<file path="src/rtl/string_key_merge_sorter_macros.svh">
// Assertion macros for the string key merge sorter RTL.
`ifndef STRING_KEY_MERGE_SORTER_MACROS_SVH
`define STRING_KEY_MERGE_SORTER_MACROS_SVH
`ifndef SYNTH
// Same-cycle implication check, disabled while reset is asserted.
`define SKMS_ASSERT_IMP(name, ck, rn, ante, cons) \
	name: assert property (@(posedge ck) disable iff (!(rn)) (ante) |-> (cons)) \
		else $error("skms: same-cycle check failed");
// Next-cycle implication check, disabled while reset is asserted.
`define SKMS_ASSERT_NXT(name, ck, rn, ante, cons) \
	name: assert property (@(posedge ck) disable iff (!(rn)) (ante) |=> (cons)) \
		else $error("skms: next-cycle check failed");
`else
`define SKMS_ASSERT_IMP(name, ck, rn, ante, cons)
`define SKMS_ASSERT_NXT(name, ck, rn, ante, cons)
`endif
`endif

</file>
<file path="src/rtl/skms_pkg.sv">
// Types, constants and controller/datapath interface structs for the key merge sorter.
package skms_pkg;

	localparam int MAX_KEYS  = 64;
	localparam int MAX_CHARS = 8;
	localparam int KEY_BITS  = 64;
	localparam int KEY_BYTES = KEY_BITS / 8;
	localparam int LEN_W     = 4;
	localparam int ENTRY_W   = KEY_BITS + LEN_W;
	localparam int TDATA_W   = ((ENTRY_W + 7) / 8) * 8;
	localparam int IDX_W     = $clog2(MAX_KEYS);
	localparam int CNT_W     = IDX_W + 1;
	localparam int LO_W      = CNT_W + 1;
	localparam int MEM_AW    = IDX_W + 1;
	localparam int MEM_DEPTH = 2 ** MEM_AW;

	typedef logic [IDX_W-1:0] idx_t;
	typedef logic [CNT_W-1:0] cnt_t;
	typedef logic [LO_W-1:0]  lo_t;

	typedef enum logic [2:0] {
		ST_LOAD,
		ST_RUN,
		ST_MRD,
		ST_MWR,
		ST_ORD,
		ST_OWAIT
	} state_t;

	typedef struct packed {
		logic load_wr;
		logic merge_wr;
		logic dst_bank;
		idx_t wr_addr;
		logic take_j;
		logic rd_en;
		logic src_bank;
		idx_t rd_addr_a;
		idx_t rd_addr_b;
	} dp_cmd_t;

	typedef struct packed {
		logic after;
	} dp_stat_t;

endpackage

</file>
<file path="src/rtl/skms_ctrl.sv">
// Sequencer for loading, bottom-up merge passes and draining of the key store.
`include "string_key_merge_sorter_macros.svh"
module skms_ctrl (
	input  logic               clk,
	input  logic               arst_n,
	input  logic               s_valid,
	input  logic               s_last,
	output logic               s_ready,
	output logic               m_valid,
	input  logic               m_ready,
	output logic               m_last,
	output logic               m_drop,
	input  skms_pkg::dp_stat_t stat,
	output skms_pkg::dp_cmd_t  cmd
);
	import skms_pkg::*;

	state_t state_q, state_d;
	cnt_t   count_q;
	logic   ovf_q;
	cnt_t   n_q;
	cnt_t   w_q;
	lo_t    lo_q;
	cnt_t   i_q, j_q, k_q, mid_q, hi_q;
	logic   src_q;
	cnt_t   o_q;

	logic   s_fire, m_fire, store_ok, take_j, k_last;
	logic   sort_done, pass_done;
	lo_t    n_ext, mid_raw, hi_raw, lo_adv;
	cnt_t   mid_c, hi_c;

	// Handshakes and loop bounds
	always_comb begin
		s_fire    = s_valid && s_ready;
		m_fire    = m_valid && m_ready;
		store_ok  = count_q < CNT_W'(MAX_KEYS);
		n_ext     = LO_W'(n_q);
		mid_raw   = lo_q + LO_W'(w_q);
		hi_raw    = lo_q + (LO_W'(w_q) << 1);
		mid_c     = (mid_raw > n_ext) ? n_q : mid_raw[CNT_W-1:0];
		hi_c      = (hi_raw > n_ext) ? n_q : hi_raw[CNT_W-1:0];
		lo_adv    = lo_q + (LO_W'(w_q) << 1);
		sort_done = w_q >= n_q;
		pass_done = lo_q >= n_ext;
		take_j    = (i_q >= mid_q) || ((j_q < hi_q) && stat.after);
		k_last    = CNT_W'(k_q + 1'b1) == hi_q;
		m_last    = CNT_W'(o_q + 1'b1) == n_q;
		m_drop    = ovf_q;
	end

	// State register
	always_ff @(posedge clk or negedge arst_n) begin
		if (!arst_n) begin
			state_q <= ST_LOAD;
		end else begin
			state_q <= state_d;
		end
	end

	// Next state and datapath commands
	always_comb begin
		state_d       = state_q;
		s_ready       = 1'b0;
		m_valid       = 1'b0;
		cmd           = '0;
		cmd.src_bank  = src_q;
		cmd.dst_bank  = ~src_q;
		cmd.take_j    = take_j;
		cmd.rd_addr_a = i_q[IDX_W-1:0];
		cmd.rd_addr_b = j_q[IDX_W-1:0];
		cmd.wr_addr   = k_q[IDX_W-1:0];
		unique case (state_q)
			ST_LOAD: begin
				s_ready       = 1'b1;
				cmd.load_wr   = s_fire && store_ok;
				cmd.wr_addr   = count_q[IDX_W-1:0];
				if (s_fire && s_last) begin
					state_d = ST_RUN;
				end
			end
			ST_RUN: begin
				if (sort_done) begin
					state_d = ST_ORD;
				end else if (!pass_done) begin
					state_d = ST_MRD;
				end
			end
			ST_MRD: begin
				cmd.rd_en = 1'b1;
				state_d   = ST_MWR;
			end
			ST_MWR: begin
				cmd.merge_wr = 1'b1;
				state_d      = k_last ? ST_RUN : ST_MRD;
			end
			ST_ORD: begin
				cmd.rd_en     = 1'b1;
				cmd.rd_addr_a = o_q[IDX_W-1:0];
				state_d       = ST_OWAIT;
			end
			ST_OWAIT: begin
				m_valid = 1'b1;
				if (m_fire) begin
					state_d = m_last ? ST_LOAD : ST_ORD;
				end
			end
			default: begin
				state_d = ST_LOAD;
			end
		endcase
	end

	// Counters for the batch, the merge passes and the drain
	always_ff @(posedge clk or negedge arst_n) begin
		if (!arst_n) begin
			count_q <= '0;
			ovf_q   <= 1'b0;
			n_q     <= '0;
			w_q     <= '0;
			lo_q    <= '0;
			i_q     <= '0;
			j_q     <= '0;
			k_q     <= '0;
			mid_q   <= '0;
			hi_q    <= '0;
			src_q   <= 1'b0;
			o_q     <= '0;
		end else begin
			case (state_q)
				ST_LOAD: begin
					if (s_fire) begin
						if (store_ok) begin
							count_q <= count_q + 1'b1;
						end else begin
							ovf_q <= 1'b1;
						end
						if (s_last) begin
							n_q   <= store_ok ? CNT_W'(count_q + 1'b1) : count_q;
							w_q   <= CNT_W'(1);
							lo_q  <= '0;
							src_q <= 1'b0;
						end
					end
				end
				ST_RUN: begin
					if (sort_done) begin
						o_q <= '0;
					end else if (pass_done) begin
						w_q   <= w_q << 1;
						lo_q  <= '0;
						src_q <= ~src_q;
					end else begin
						i_q   <= lo_q[CNT_W-1:0];
						j_q   <= mid_c;
						k_q   <= lo_q[CNT_W-1:0];
						mid_q <= mid_c;
						hi_q  <= hi_c;
					end
				end
				ST_MWR: begin
					if (take_j) begin
						j_q <= j_q + 1'b1;
					end else begin
						i_q <= i_q + 1'b1;
					end
					k_q <= k_q + 1'b1;
					if (k_last) begin
						lo_q <= lo_adv;
					end
				end
				ST_OWAIT: begin
					if (m_fire) begin
						if (m_last) begin
							count_q <= '0;
							ovf_q   <= 1'b0;
						end else begin
							o_q <= o_q + 1'b1;
						end
					end
				end
				default: begin
				end
			endcase
		end
	end

	// A merge step always has a slot left in its run
	`SKMS_ASSERT_IMP(a_merge_in_run, clk, arst_n, state_q == ST_MWR, k_q < hi_q)
	// A merge step always has a key left in one of the two runs
	`SKMS_ASSERT_IMP(a_merge_has_key, clk, arst_n, state_q == ST_MWR,
		(i_q < mid_q) || (j_q < hi_q))
	// A request into a full store flags the batch
	`SKMS_ASSERT_NXT(a_full_flags, clk, arst_n, s_fire && !store_ok, ovf_q)
	// The final result clears the batch and reopens the input
	`SKMS_ASSERT_NXT(a_batch_clear, clk, arst_n, m_fire && m_last,
		(state_q == ST_LOAD) && (count_q == '0) && !ovf_q)

endmodule

</file>
<file path="config.mk">
export PLATFORM = sky130hd
export DESIGN_NAME = skms_ctrl
export DESIGN_NICKNAME = d
export VERILOG_FILES = /design/src/rtl/skms_pkg.sv /design/src/rtl/skms_ctrl.sv
export VERILOG_INCLUDE_DIRS = /design/src /design/src/rtl
export SDC_FILE = /design/constraint.sdc
export NUM_CORES = 1
export LEC_CHECK = 0
export ABC_CLOCK_PERIOD_IN_PS = 4800
export BUFFER_PORTS_ARGS = -buffer_cell sky130_fd_sc_hd__buf_2
export CORE_UTILIZATION = 25
export CTS_BUF_LIST = sky130_fd_sc_hd__clkbuf_8
export CTS_CLUSTER_DIAMETER = 40
export CTS_CLUSTER_SIZE = 25
export DETAILED_ROUTE_END_ITERATION = 10
export MAX_ROUTING_LAYER = met4
export PLACE_DENSITY = 0.47
export RECOVER_POWER = 25
export SLEW_MARGIN = 20
export SYNTH_ARGS = -nofsm -noshare
export SYNTH_HDL_FRONTEND = slang
export SYNTH_SLANG_ARGS = --single-unit
</file>
<file path="constraint.sdc">
create_clock -name clk -period 4.8 [get_ports clk]
set_input_delay 0.24 -clock clk [delete_from_list [all_inputs] [get_ports clk]]
set_output_delay 0.24 -clock clk [all_outputs]
set_load 0.005 [all_outputs]
</file>
==> flow_metrics.tcl <==
set metrics [dict create \
    core_area_um2 23400 \
    routed_wl_mm 18.5 \
    final_cell_mix "dfrtp_1 (75), nand2_1 (59), ha_1 (55)" \
    clockBufferDepth 2 \
    fp.dieW_um 156 \
    clockRootBuffer "clkbuf_8" \
    portBuffers 33 \
    cts_buffers 9 \
    fin_crit_ns 3.41 \
    rsz0062_at_grt "false" \
    setup_viol 0 \
    ant_nets 0 \
    worstSkewPairLatency_ns 0.38 \
    start_util 0.254 \
    status "finished, violations left" \
    first_pass_iters 6 \
    synth_edf_count 0 \
    powerDensity_nw_per_um2 703 \
    ir_worst_vdd_v 0.000215 \
    initialDrtViolationCount 396 \
    clk_pin_slew_ns 0.09 \
    ys_seq_elements 75 \
    clkSinkCount 75 \
    ys_seq_area_frac 0.316 \
    synthToLayoutAreaGrowth_pct 11.5 \
    globalplace.congestion 0.888 \
    worst_clock_skew_ns 0.0114 \
    critPathLaunchType "flop" \
    post_cts_buffers 0 \
    hpwl_mm 14.0 \
    slowest_delay_ns 0.53 \
    maxSlewHeadroom -0.503 \
    hold_violations 0 \
    avgSynthCellArea_um2 8.52 \
    grt_pass1_vias 5013 \
    layout_commonest_cell "dfrtp_1" \
    drive_above_1_share 0.113 \
    wl_per_cell_um 17.8 \
    setup_tns_ns 0 \
    placed_cell_area_um2 6400 \
    worstPathCellList "ha_1 > inv_1 > fa_1 > nor2b_1 > o31ai_1 > a21boi_0 > ha_1 > nand3_1 > o22ai_1 > o32ai_2 > mux2i_1 > o21ai_0" \
    fillers 2552 \
    leakage_nw 2.90 \
    syn-instance-count 697 \
    drv_slew 39 \
    insertedDiodeCount 0 \
    path_max_fanout 7 \
    critPathTopFamily "compound AO/OA/AOI/OAI gates" \
    viasPerCell 5.09 \
    tightest_slew_ns 2.25 \
    fin_nets 773 \
    fin_area_um2 6620 \
    overflow 0 \
    vias 5268 \
    hold_path_class "in -> reg" \
    timing.final.crit_share 0.710 \
    synthArstFlopShare 1.00 \
    antenna_found_initial 0 \
    ys.flop_type "dfrtp_1" \
    violations "capacitance limit, slew limit" \
    h-tree-depth 3 \
    num_rows 56 \
    grt_pass1_wl_mm 28.9 \
    syn_area_um2 5940 \
    yosysWarnings 0 \
    cp_slowest_cell "a21boi_0" \
    die_area_um2 24400 \
    cts_tree "done" \
    synth_cell_types 66 \
    max_freq_mhz 294 \
    grt_max_degree 39 \
    route.detailed.drc 0 \
    critPathMostFrequentCell "ha_1" \
    die_h_um 156 \
    cp.arrival_ns 3.65 \
    drv_cap 1 \
    end_kind "flop" \
    cp.required_ns 5.05 \
    critPathKind "reg -> reg" \
    ios 34 \
    syn-num-nets 759 \
    crit_buf_inv 1 \
    track_usage 0.161 \
]
-- worst register-to-register path: stages, from the launching register on --
cell,delay [ns]
dfrtp_1,0.46
ha_1,0.24
inv_1,0.07
fa_1,0.20
nor2b_1,0.07
o31ai_1,0.31
a21boi_0,0.53
ha_1,0.35
nand3_1,0.09
o22ai_1,0.10
o32ai_2,0.46
mux2i_1,0.31
o21ai_0,0.10
-- cells by family (layout without fill, tap and decap cells) --
group                      after synthesis  count (layout)  share of synthesized area
buffers and inverters                   95             114                     0.0662
and+or+nand+nor                        200             200                      0.165
AOI/OAI and AO/OA                      215             215                      0.244
adders and majority gates               56              56                      0.119
DFF                                     75              75                      0.316
xor gates and xnor gates                33              33                     0.0487
muxes                                   23              23                     0.0411
-- area by class of cell --
cell class	count	area [um^2]	area share
Multi-Input combinational cell	527	3670	0.555
Inverter	54	204	0.0308
Clock buffer	9	124	0.0187
Tap cell	319	399	0.0603
Clock inverter	7	103	0.0155
Timing Repair Buffer	44	244	0.0368
Sequential cell	75	1880	0.283
-- cells in the mapped netlist, types with 4 or more instances --
master | n | area (um^2)
xnor2_1 | 18 | 158
ha_1 | 55 | 688
a31o_2 | 5 | 43.8
o21a_1 | 5 | 37.5
a21o_1 | 5 | 37.5
o31ai_1 | 8 | 60.1
xor2_1 | 15 | 131
o211ai_1 | 13 | 97.6
clkbuf_1 | 28 | 105
a31oi_1 | 31 | 194
and3_1 | 5 | 31.3
o2111ai_1 | 8 | 70.1
o21ai_1 | 8 | 40.0
nand4_1 | 10 | 62.6
o21ai_0 | 51 | 255
a21oi_1 | 27 | 135
buf_2 | 4 | 20.0
and2_1 | 5 | 31.3
mux2_2 | 11 | 124
o22ai_1 | 8 | 50.1
a211oi_1 | 5 | 37.5
nor3_1 | 7 | 35.0
a22o_1 | 7 | 61.3
nor2_1 | 47 | 176
a21boi_0 | 5 | 37.5
nand3_1 | 34 | 170
nor2b_1 | 7 | 43.8
mux2i_1 | 12 | 120
nand2b_1 | 4 | 25.0
nand2_1 | 59 | 221
nor4_1 | 4 | 25.0
a2bb2oi_1 | 6 | 52.6
buf_4 | 8 | 60.1
inv_1 | 52 | 195
dfrtp_1 | 75 | 1880
-- layer usage --
metal	vias up	global-route usage	wire, um
met5	-	-	0
met4	0	0.0336	167
met3	16	0.0261	872
met2	116	0.243	8260
met1	2554	0.225	9160
li1	2582	-	-
-- metrics by stage --
stage               hold slack (ns)  cells  total power, W   util  setup WS, ns
floorplan                   -0.0556    697         0.00324      -          1.90
CTS                           0.189   1035         0.00468  0.283          1.37
finish                        0.213   1035         0.00466  0.283          1.39
detailed placement            0.257   1018         0.00408  0.273          1.38
global route                  0.210   1035         0.00508  0.283          1.17
global placement              0.259   1018         0.00408  0.273          1.45
-- repair_timing --
item,CTS,global route
gates resized for setup,0,0
endpoints found under the hold margin,37,0
hold buffers,1,0
-- path summary, 6_finish.rpt --
kind | start | slack [ns] | to | depth (start not counted)
worst min register to register | mid_q[3] | 0.50 | mid_q[3] | 2
min in group asynchronous | arst_n | 1.06 | count_q[0] | 2
worst max-delay path | lo_q[1] | 1.39 | hi_q[6] | 12
worst max register to register | lo_q[1] | 1.39 | hi_q[6] | 12
max in group asynchronous | arst_n | 2.19 | mid_q[3] | 3
worst min-delay path | s_valid | 0.21 | m_drop | 3
-- power by group --
part | total (W) | internal [W] | switching [W]
clock | 0.000580 | 0.000296 | 0.000283
sequential | 0.00123 | 0.000874 | 0.000357
combinational | 0.00285 | 0.00116 | 0.00169
total | 0.00466 | 0.00233 | 0.00233
(Power assumes the default switching activity.)
